## config.mk

```make
export PLATFORM = sky130hd
export DESIGN_NAME = online_linear_sgd_trainer_core
export DESIGN_NICKNAME = d
export VERILOG_FILES = /design/src/rtl/core/olst_pkg.sv /design/src/rtl/core/olst_ctrl.sv /design/src/rtl/core/olst_datapath.sv /design/src/rtl/core/online_linear_sgd_trainer_core.sv
export SDC_FILE = /design/constraint.sdc
export NUM_CORES = 2
export LEC_CHECK = 0
export BUFFER_PORTS_ARGS = -buffer_cell sky130_fd_sc_hd__buf_4
export CORE_MARGIN = 3
export CORE_UTILIZATION = 53
export CTS_CLUSTER_DIAMETER = 30
export DETAILED_ROUTE_END_ITERATION = 8
export HOLD_SLACK_MARGIN = 0.02
export PLACE_DENSITY = 0.7
export SLEW_MARGIN = 20
export SYNTH_ARGS = -nofsm -noshare
export SYNTH_HDL_FRONTEND = slang
export SYNTH_SLANG_ARGS = --single-unit
export TNS_END_PERCENT = 5
```

## constraint.sdc

```tcl
create_clock -name clk_i -period 17.1 [get_ports clk_i]
set_clock_uncertainty 0.15 [all_clocks]
set_input_delay 5.13 -clock clk_i [delete_from_list [all_inputs] [get_ports clk_i]]
set_output_delay 5.13 -clock clk_i [all_outputs]
set_load 0.05 [all_outputs]
```

## src/rtl/core/olst_pkg.sv

```systemverilog
// shared types, constants and fixed-point helpers of the online linear sgd trainer
package olst_pkg;

  localparam int unsigned Q_W        = 24;
  localparam int unsigned ERR_W      = 25;
  localparam int unsigned LR_W       = 17;
  localparam int unsigned COST_W     = 32;
  localparam int unsigned CFG_DATA_W = 24;
  localparam int unsigned IDX_IN_W   = 4;
  localparam int unsigned MUL_A_W    = 34;
  localparam int unsigned MUL_B_W    = 26;
  localparam int unsigned PROD_W     = MUL_A_W + MUL_B_W;
  localparam int unsigned FRAC_W     = 16;
  localparam int unsigned RND_W      = PROD_W - FRAC_W;
  localparam int unsigned WIDE_W     = 48;

  localparam logic [LR_W-1:0]               LR_RESET   = 17'd6554;
  localparam logic signed [PROD_W-1:0]      RND_HALF   = 60'sd32768;
  localparam logic signed [WIDE_W-1:0]      WIDE_QMAX  = 48'sd8388607;
  localparam logic signed [WIDE_W-1:0]      WIDE_QMIN  = -48'sd8388608;
  localparam logic signed [Q_W-1:0]         Q_MAX      = 24'sh7FFFFF;
  localparam logic signed [Q_W-1:0]         Q_MIN      = 24'sh800000;

  typedef enum logic [0:0] {
    OP_LOAD    = 1'b0,
    OP_FEATURE = 1'b1
  } opcode_e;

  typedef enum logic [0:0] {
    CFG_LEARNING_RATE = 1'b0,
    CFG_BIAS          = 1'b1
  } cfg_reg_e;

  typedef enum logic [1:0] {
    MUL_FW = 2'd0,
    MUL_SQ = 2'd1,
    MUL_FE = 2'd2,
    MUL_TL = 2'd3
  } mul_sel_e;

  typedef enum logic [3:0] {
    ST_IDLE     = 4'd0,
    ST_ACC      = 4'd1,
    ST_PRED     = 4'd2,
    ST_SQR      = 4'd3,
    ST_COST     = 4'd4,
    ST_UPD_MUL1 = 4'd5,
    ST_UPD_RND  = 4'd6,
    ST_UPD_MUL2 = 4'd7,
    ST_UPD_WR   = 4'd8
  } olst_state_e;

  typedef struct packed {
    opcode_e                opcode;
    logic [IDX_IN_W-1:0]    index;
    logic signed [Q_W-1:0]  weight_value;
    logic signed [Q_W-1:0]  feature;
    logic signed [Q_W-1:0]  target;
    logic                   last;
  } olst_in_t;

  typedef struct packed {
    logic signed [Q_W-1:0]  prediction;
    logic [COST_W-1:0]      cost;
  } olst_out_t;

  typedef struct packed {
    logic     load_we;
    logic     feat_cap;
    logic     feat_we;
    logic     mul_en;
    mul_sel_e mul_sel;
    logic     acc_en;
    logic     pred_en;
    logic     out_load;
    logic     t_en;
    logic     w_upd;
    logic     sweep_clr;
    logic     sweep_inc;
    logic     sample_clr;
  } olst_cmd_t;

  typedef struct packed {
    logic pos_full;
    logic sweep_last;
  } olst_status_t;

  // round to nearest, ties toward plus infinity, dropping FRAC_W bits
  function automatic logic signed [RND_W-1:0] rnd16(input logic signed [PROD_W-1:0] p);
    logic signed [PROD_W-1:0] s;
    s = p + RND_HALF;
    return s[PROD_W-1:FRAC_W];
  endfunction

  function automatic logic signed [Q_W-1:0] sat24(input logic signed [WIDE_W-1:0] v);
    logic signed [Q_W-1:0] r;
    if (v > WIDE_QMAX) begin
      r = Q_MAX;
    end else if (v < WIDE_QMIN) begin
      r = Q_MIN;
    end else begin
      r = v[Q_W-1:0];
    end
    return r;
  endfunction

endpackage

```

## src/rtl/core/olst_ctrl.sv

```systemverilog
// control state machine of the online linear sgd trainer
module olst_ctrl (
  input  logic                  clk_i,
  input  logic                  rst_ni,
  input  logic                  in_valid_i,
  input  olst_pkg::opcode_e     in_opcode_i,
  input  logic                  in_last_i,
  output logic                  in_stall_o,
  input  logic                  out_stall_i,
  output logic                  out_valid_o,
  input  olst_pkg::olst_status_t status_i,
  output olst_pkg::olst_cmd_t   cmd_o
);
  import olst_pkg::*;

  olst_state_e state_q, state_d;
  logic        last_q, last_d;
  logic        out_valid_q, out_valid_d;
  logic        accept;
  logic        out_free;

  assign accept   = in_valid_i && (state_q == ST_IDLE);
  assign out_free = !out_valid_q || !out_stall_i;

  always_ff @(posedge clk_i or negedge rst_ni) begin
    if (!rst_ni) begin
      state_q     <= ST_IDLE;
      last_q      <= 1'b0;
      out_valid_q <= 1'b0;
    end else begin
      state_q     <= state_d;
      last_q      <= last_d;
      out_valid_q <= out_valid_d;
    end
  end

  always_comb begin
    state_d = state_q;
    last_d  = last_q;
    case (state_q)
      ST_IDLE: begin
        if (accept && (in_opcode_i == OP_FEATURE)) begin
          last_d = in_last_i;
          if (!status_i.pos_full) begin
            state_d = ST_ACC;
          end else if (in_last_i) begin
            state_d = ST_PRED;
          end
        end
      end
      ST_ACC: begin
        state_d = last_q ? ST_PRED : ST_IDLE;
      end
      ST_PRED:     state_d = ST_SQR;
      ST_SQR:      state_d = ST_COST;
      ST_COST: begin
        if (out_free) begin
          state_d = ST_UPD_MUL1;
        end
      end
      ST_UPD_MUL1: state_d = ST_UPD_RND;
      ST_UPD_RND:  state_d = ST_UPD_MUL2;
      ST_UPD_MUL2: state_d = ST_UPD_WR;
      ST_UPD_WR: begin
        state_d = status_i.sweep_last ? ST_IDLE : ST_UPD_MUL1;
      end
      default:     state_d = ST_IDLE;
    endcase
  end

  always_comb begin
    cmd_o       = '0;
    cmd_o.mul_sel = MUL_FW;
    out_valid_d = out_valid_q && out_stall_i;
    case (state_q)
      ST_IDLE: begin
        if (accept) begin
          if (in_opcode_i == OP_FEATURE) begin
            cmd_o.feat_cap = 1'b1;
            if (!status_i.pos_full) begin
              cmd_o.feat_we = 1'b1;
              cmd_o.mul_en  = 1'b1;
              cmd_o.mul_sel = MUL_FW;
            end
          end else begin
            cmd_o.load_we = 1'b1;
          end
        end
      end
      ST_ACC:  cmd_o.acc_en  = 1'b1;
      ST_PRED: cmd_o.pred_en = 1'b1;
      ST_SQR: begin
        cmd_o.mul_en  = 1'b1;
        cmd_o.mul_sel = MUL_SQ;
      end
      ST_COST: begin
        if (out_free) begin
          cmd_o.out_load  = 1'b1;
          cmd_o.sweep_clr = 1'b1;
          out_valid_d     = 1'b1;
        end
      end
      ST_UPD_MUL1: begin
        cmd_o.mul_en  = 1'b1;
        cmd_o.mul_sel = MUL_FE;
      end
      ST_UPD_RND:  cmd_o.t_en = 1'b1;
      ST_UPD_MUL2: begin
        cmd_o.mul_en  = 1'b1;
        cmd_o.mul_sel = MUL_TL;
      end
      ST_UPD_WR: begin
        cmd_o.w_upd      = 1'b1;
        cmd_o.sweep_inc  = 1'b1;
        cmd_o.sample_clr = status_i.sweep_last;
      end
      default: begin
        cmd_o = '0;
      end
    endcase
  end

  assign in_stall_o  = (state_q != ST_IDLE);
  assign out_valid_o = out_valid_q;

endmodule

```

## src/rtl/core/olst_datapath.sv

```systemverilog
// weights, feature store, shared multiplier, accumulator and config registers
module olst_datapath #(
  parameter int unsigned NUM_FEATURES = 4
) (
  input  logic                                 clk_i,
  input  logic                                 rst_ni,
  input  olst_pkg::olst_in_t                   in_data_i,
  input  logic                                 cfg_we_i,
  input  olst_pkg::cfg_reg_e                   cfg_index_i,
  input  logic [olst_pkg::CFG_DATA_W-1:0]      cfg_data_i,
  input  olst_pkg::olst_cmd_t                  cmd_i,
  output olst_pkg::olst_status_t               status_o,
  output olst_pkg::olst_out_t                  out_data_o
);
  import olst_pkg::*;

  localparam int unsigned IDX_W = (NUM_FEATURES > 1) ? $clog2(NUM_FEATURES) : 1;
  localparam int unsigned POS_W = $clog2(NUM_FEATURES + 1);

  logic signed [Q_W-1:0]     weight_q [NUM_FEATURES];
  logic signed [Q_W-1:0]     feat_q   [NUM_FEATURES];
  logic [POS_W-1:0]          pos_q;
  logic [IDX_W-1:0]          sweep_q;
  logic signed [Q_W-1:0]     acc_q;
  logic signed [Q_W-1:0]     target_q;
  logic signed [Q_W-1:0]     pred_q;
  logic signed [ERR_W-1:0]   err_q;
  logic signed [MUL_A_W-1:0] t_q;
  logic signed [PROD_W-1:0]  prod_q;
  logic [LR_W-1:0]           lr_q;
  logic signed [Q_W-1:0]     bias_q;
  olst_out_t                 out_q;

  logic [IDX_W-1:0]          pos_idx;
  logic [IDX_W-1:0]          w_addr;
  logic signed [Q_W-1:0]     w_rd;
  logic signed [Q_W-1:0]     feat_rd;
  logic                      load_ok;
  logic signed [MUL_A_W-1:0] mul_a;
  logic signed [MUL_B_W-1:0] mul_b;
  logic signed [RND_W-1:0]   prod_rnd;
  logic signed [Q_W-1:0]     pred_d;
  logic signed [Q_W-1:0]     acc_d;
  logic signed [Q_W-1:0]     w_new;
  logic [COST_W-1:0]         cost_d;

  assign pos_idx  = pos_q[IDX_W-1:0];
  assign w_addr   = cmd_i.feat_we ? pos_idx : sweep_q;
  assign w_rd     = weight_q[w_addr];
  assign feat_rd  = feat_q[sweep_q];
  assign load_ok  = ({1'b0, in_data_i.index} < (IDX_IN_W + 1)'(NUM_FEATURES));
  assign prod_rnd = rnd16(prod_q);

  always_comb begin
    case (cmd_i.mul_sel)
      MUL_FW: begin
        mul_a = MUL_A_W'(in_data_i.feature);
        mul_b = MUL_B_W'(w_rd);
      end
      MUL_SQ: begin
        mul_a = MUL_A_W'(err_q);
        mul_b = MUL_B_W'(err_q);
      end
      MUL_FE: begin
        mul_a = MUL_A_W'(feat_rd);
        mul_b = {err_q, 1'b0};
      end
      MUL_TL: begin
        mul_a = t_q;
        mul_b = MUL_B_W'({1'b0, lr_q});
      end
      default: begin
        mul_a = '0;
        mul_b = '0;
      end
    endcase
  end

  assign acc_d  = sat24(WIDE_W'(acc_q) + WIDE_W'(sat24(WIDE_W'(prod_rnd))));
  assign pred_d = sat24(WIDE_W'(acc_q) + WIDE_W'(bias_q));
  assign w_new  = sat24(WIDE_W'(w_rd) - WIDE_W'(prod_rnd));
  assign cost_d = (prod_rnd[RND_W-1:COST_W] != '0) ? '1 : prod_rnd[COST_W-1:0];

  always_ff @(posedge clk_i or negedge rst_ni) begin
    if (!rst_ni) begin
      lr_q   <= LR_RESET;
      bias_q <= '0;
    end else if (cfg_we_i) begin
      case (cfg_index_i)
        CFG_LEARNING_RATE: lr_q   <= cfg_data_i[LR_W-1:0];
        CFG_BIAS:          bias_q <= cfg_data_i;
        default:           lr_q   <= lr_q;
      endcase
    end
  end

  always_ff @(posedge clk_i or negedge rst_ni) begin
    if (!rst_ni) begin
      pos_q   <= '0;
      acc_q   <= '0;
      sweep_q <= '0;
      for (int i = 0; i < NUM_FEATURES; i++) begin
        feat_q[i] <= '0;
      end
    end else begin
      if (cmd_i.feat_we) begin
        feat_q[pos_idx] <= in_data_i.feature;
        pos_q           <= pos_q + POS_W'(1);
      end
      if (cmd_i.acc_en) begin
        acc_q <= acc_d;
      end
      if (cmd_i.sweep_clr) begin
        sweep_q <= '0;
      end else if (cmd_i.sweep_inc) begin
        sweep_q <= sweep_q + IDX_W'(1);
      end
      if (cmd_i.sample_clr) begin
        pos_q <= '0;
        acc_q <= '0;
        for (int i = 0; i < NUM_FEATURES; i++) begin
          feat_q[i] <= '0;
        end
      end
    end
  end

  always_ff @(posedge clk_i) begin
    if (cmd_i.load_we && load_ok) begin
      weight_q[in_data_i.index[IDX_W-1:0]] <= in_data_i.weight_value;
    end else if (cmd_i.w_upd) begin
      weight_q[sweep_q] <= w_new;
    end
  end

  always_ff @(posedge clk_i) begin
    if (cmd_i.feat_cap) begin
      target_q <= in_data_i.target;
    end
    if (cmd_i.mul_en) begin
      prod_q <= mul_a * mul_b;
    end
    if (cmd_i.pred_en) begin
      pred_q <= pred_d;
      err_q  <= ERR_W'(pred_d) - ERR_W'(target_q);
    end
    if (cmd_i.t_en) begin
      t_q <= prod_rnd[MUL_A_W-1:0];
    end
    if (cmd_i.out_load) begin
      out_q.prediction <= pred_q;
      out_q.cost       <= cost_d;
    end
  end

  assign status_o.pos_full   = (pos_q == POS_W'(NUM_FEATURES));
  assign status_o.sweep_last = (sweep_q == IDX_W'(NUM_FEATURES - 1));
  assign out_data_o          = out_q;

endmodule

```

## src/rtl/core/online_linear_sgd_trainer_core.sv

```systemverilog
// load beat: no stall; feature beat: stalled in ACC (not beyond NUM_FEATURES)
// last feature beat: ACC (none beyond NUM_FEATURES), PRED, SQR, result loaded in COST;
// input stalled to the end of the sweep, set by the shared multiplier doing the sweep
// one item at a time; a held result stalls the sweep until the output register frees
// reset is asynchronous: config to defaults, accumulator and feature store to zero,
// weights hold no value until loaded
module online_linear_sgd_trainer_core #(
  parameter int unsigned NUM_FEATURES = 4
) (
  input  logic                             clk_i,
  input  logic                             rst_ni,
  input  logic                             in_valid_i,
  output logic                             in_stall_o,
  input  olst_pkg::olst_in_t               in_data_i,
  output logic                             out_valid_o,
  input  logic                             out_stall_i,
  output olst_pkg::olst_out_t              out_data_o,
  input  logic                             cfg_valid_i,
  output logic                             cfg_ready_o,
  input  olst_pkg::cfg_reg_e               cfg_index_i,
  input  logic [olst_pkg::CFG_DATA_W-1:0]  cfg_data_i
);
  import olst_pkg::*;

  olst_cmd_t    cmd;
  olst_status_t status;

  assign cfg_ready_o = 1'b1;

  olst_ctrl u_ctrl (
    .clk_i       (clk_i),
    .rst_ni      (rst_ni),
    .in_valid_i  (in_valid_i),
    .in_opcode_i (in_data_i.opcode),
    .in_last_i   (in_data_i.last),
    .in_stall_o  (in_stall_o),
    .out_stall_i (out_stall_i),
    .out_valid_o (out_valid_o),
    .status_i    (status),
    .cmd_o       (cmd)
  );

  olst_datapath #(
    .NUM_FEATURES (NUM_FEATURES)
  ) u_datapath (
    .clk_i       (clk_i),
    .rst_ni      (rst_ni),
    .in_data_i   (in_data_i),
    .cfg_we_i    (cfg_valid_i && cfg_ready_o),
    .cfg_index_i (cfg_index_i),
    .cfg_data_i  (cfg_data_i),
    .cmd_i       (cmd),
    .status_o    (status),
    .out_data_o  (out_data_o)
  );

endmodule

```

==> impl_metrics.json <==
{
  "grt_pass1_vias": 45480,
  "setup_slack_ns": 2.115,
  "ys_seq_area_share_pct": 23.68,
  "critPathMaxStageDelay_ns": 0.80,
  "syn_area_per_cell_sq_um": 9.418,
  "postSynthCellCount": 6028,
  "worst-endpoint-required_ns": 17.30,
  "rsz0062_at_grt": "false",
  "numCtsBuffers": 76,
  "htree_levels": 3,
  "r2r_slack_ns": 5.31,
  "syn_area_sq_um": 56770,
  "placed_cell_area_sq_um": 59850,
  "dieArea_sq_um": 111100,
  "dp_hpwl_microns": 140400,
  "final_cell_mix": "inv_1 (1096), nand2_1 (917), fa_1 (905)",
  "maxSlewViolCount": 0,
  "post-route-util_pct": 59.04,
  "synthFlopType": "edfxtp_1",
  "ys_types": 92,
  "start_kind": "input pin",
  "globalplace.congestion": 0.9443,
  "clk_latency_ns": 0.62,
  "place_ws_ns": 1.336,
  "cts_setup_buffers": 0,
  "grt_usage_pct": 32.52,
  "grt_max_degree": 102,
  "timing.final.hold_violations": 0,
  "clock.fmax_mhz": 66.74,
  "drv_cap": 0,
  "finalInstanceArea_sq_um": 62500,
  "ctsResizeCount": 0,
  "initial_core_util_pct": 53.63,
  "synth_top_area_cell": "fa_1",
  "tightestPinTransition_ns": 1.166,
  "clk_path_buf_depth": 3,
  "drcViolationCount": 0,
  "maxSlewHeadroom_pct": 22.25,
  "wl_microns": 178600,
  "viasPerCell": 5.903,
  "regToRegEndpoint": "u_datapath.prod_q[59]$_DFFE_PP_",
  "setup_violations": 0,
  "cts-root-buf": "clkbuf_16",
  "final_common_cell": "inv_1",
  "routedWlPerCell_microns": 23.57,
  "min_from": "u_datapath.pred_q[1]$_DFFE_PP_",
  "period_needed_ns": 14.98,
  "cts_hold_buffers": 0,
  "yosysWarnings": 0,
  "hold_path_depth": 0,
  "drive_above_1_share_pct": 9.735,
  "synth_area_leaders": "fa_1 (32%), edfxtp_1 (16%), dfrtp_1 (7.3%)",
  "cpMaxStageDelayCell": "a21oi_2",
  "fin_crit_sh_pct": 87.63,
  "multi_input_area_sq_um": 38330,
  "core_area_sq_um": 105900,
  "ant_nets": 0,
  "critPathCaptureType": "flip-flop",
  "grt_pass1_wl_microns": 274800,
  "yosysTopAreaCellShare_pct": 31.91,
  "port_buffers": 165,
  "path_class": "in -> reg",
  "clk_pin_slew_ns": 0.05,
  "fin_nets": 7415,
  "syn_to_final_growth_pct": 10.09,
  "hold_class": "reg -> reg",
  "outcome": "finished, final reports clean",
  "hold-path-endpoint": "u_datapath.out_data_o[33]$_DFFE_PP_",
  "rr_worst_depth": 36,
  "num_rows": 119,
  "worstPathArrival_ns": 15.18,
  "route.vias.total": 44720,
  "fill_cells": 9042,
  "worstReg2RegStart": "u_ctrl.state_q[2]$_DFFE_PN0P_",
  "regArea_sq_um": 13440,
  "cts_sinks": 476,
  "die_h_microns": 333.3,
  "die_width_microns": 333.3,
  "antenna_found_initial": 2,
  "synth_edf_count": 304,
  "synth_nets": 7321,
  "async_flop_share_pct": 36.13,
  "crit_fanout": 20,
  "cts_tree": "built",
  "setup_tns_ns": 0,
  "pin_count": 167,
  "firstDrtPassIters": 8,
  "synth_seq_cells": 476,
  "crit_path_frequent_cell": "fa_1",
  "grt-ovfl-total": 0,
  "drt_iter0_markers": 4474
}
[area by class of cell]
class / instances / share of cell area (%)
Clock buffer: 89 / 3.273
Timing Repair Buffer: 298 / 3.649
Antenna cell: 1 / 0.004004
Sequential cell: 476 / 21.51
Inverter: 1097 / 6.588
Tap cell: 1391 / 2.785
Clock inverter: 51 / 0.8648
Multi-Input combinational cell: 4173 / 61.33
[synthesized netlist by cell type, types with 29 or more instances]
cell type / instances
buf_1: 29
mux2i_1: 48
a21oi_1: 286
o21ai_0: 149
a211oi_1: 30
nand2_1: 918
nor2_1: 507
and2_1: 61
inv_1: 1096
a21o_1: 92
mux2_2: 87
ha_1: 280
xor2_1: 70
xnor2_1: 123
nor2b_1: 36
o21a_1: 29
nand3_1: 70
fa_1: 905
dfrtp_1: 165
nand4_1: 48
edfxtp_1: 304
nor3_1: 53
clkbuf_1: 227
o21bai_1: 30
[per-stage QoR]
stage | instances | hold slack, ns
floorplan | 6028 | 0.2503
global placement | 7433 | 0.2535
detailed placement | 7433 | 0.2545
CTS | 7573 | 0.2686
global route | 7575 | 0.2745
finish | 7576 | 0.2674
[cell families after synthesis]
group                      share of synthesized area (%)
and+or+nand+nor                                    13.48
DFF                                                23.68
AOI/OAI and AO/OA                                  9.805
buffers and inverters                              9.195
other                                           0.006605
xor gates and xnor gates                           2.977
adders and majority gates                          38.17
muxes                                              2.691
[per-layer routing]
layer  up-vias  global-route usage (%)  wire length (microns)
li1      19350                       -                      -
met1     22510                   44.09                  68940
met2      2378                   50.98                  81670
met3       476                   6.705                  18190
met4         0                   14.31                   9800
met5         -                       0                      0
[state kept, by name, indices dropped and copies added (netlist names), 17 cells and up]
| register | cells |
|---|---|
| u_datapath.pred_q | 24 |
| u_datapath.out_data_o | 56 |
| u_datapath.prod_q | 45 |
| u_datapath.acc_q | 24 |
| u_datapath.err_q | 25 |
| u_datapath.target_q | 24 |
| u_datapath.bias_q | 24 |
| u_datapath.weight_q | 96 |
| u_datapath.t_q | 34 |
| u_datapath.lr_q | 17 |
| u_datapath.feat_q | 96 |
[how the worst max path moves through the flow]
| stage | from | end | slack, ns | depth (start not counted) |
|---|---|---|---|---|
| floorplan | in_data_i[77] | u_datapath.prod_q[57]$_DFFE_PP_ | 2.74 | 32 |
| global placement | in_data_i[77] | u_datapath.prod_q[59]$_DFFE_PP_ | 1.55 | 33 |
| detailed placement | in_valid_i | u_datapath.prod_q[57]$_DFFE_PP_ | 1.34 | 35 |
| CTS | in_valid_i | u_datapath.prod_q[57]$_DFFE_PP_ | 1.96 | 35 |
| global route | in_valid_i | u_datapath.prod_q[59]$_DFFE_PP_ | 1.72 | 35 |
| finish | in_valid_i | u_datapath.prod_q[59]$_DFFE_PP_ | 2.12 | 36 |
[critical path, delay by kind of cell]
family,cells,cell delay (ns)
buffers and inverters,9,1.27
AND/OR/NAND/NOR,3,0.54
adder cells (fa/ha/maj),8,4.05
XOR/XNOR,1,0.10
multiplexers,2,0.91
AO/OA/AOI/OAI,13,3.14
Power is not shown: default switching activity piles up to over one toggle a cycle in this logic, so the estimate is an artifact.
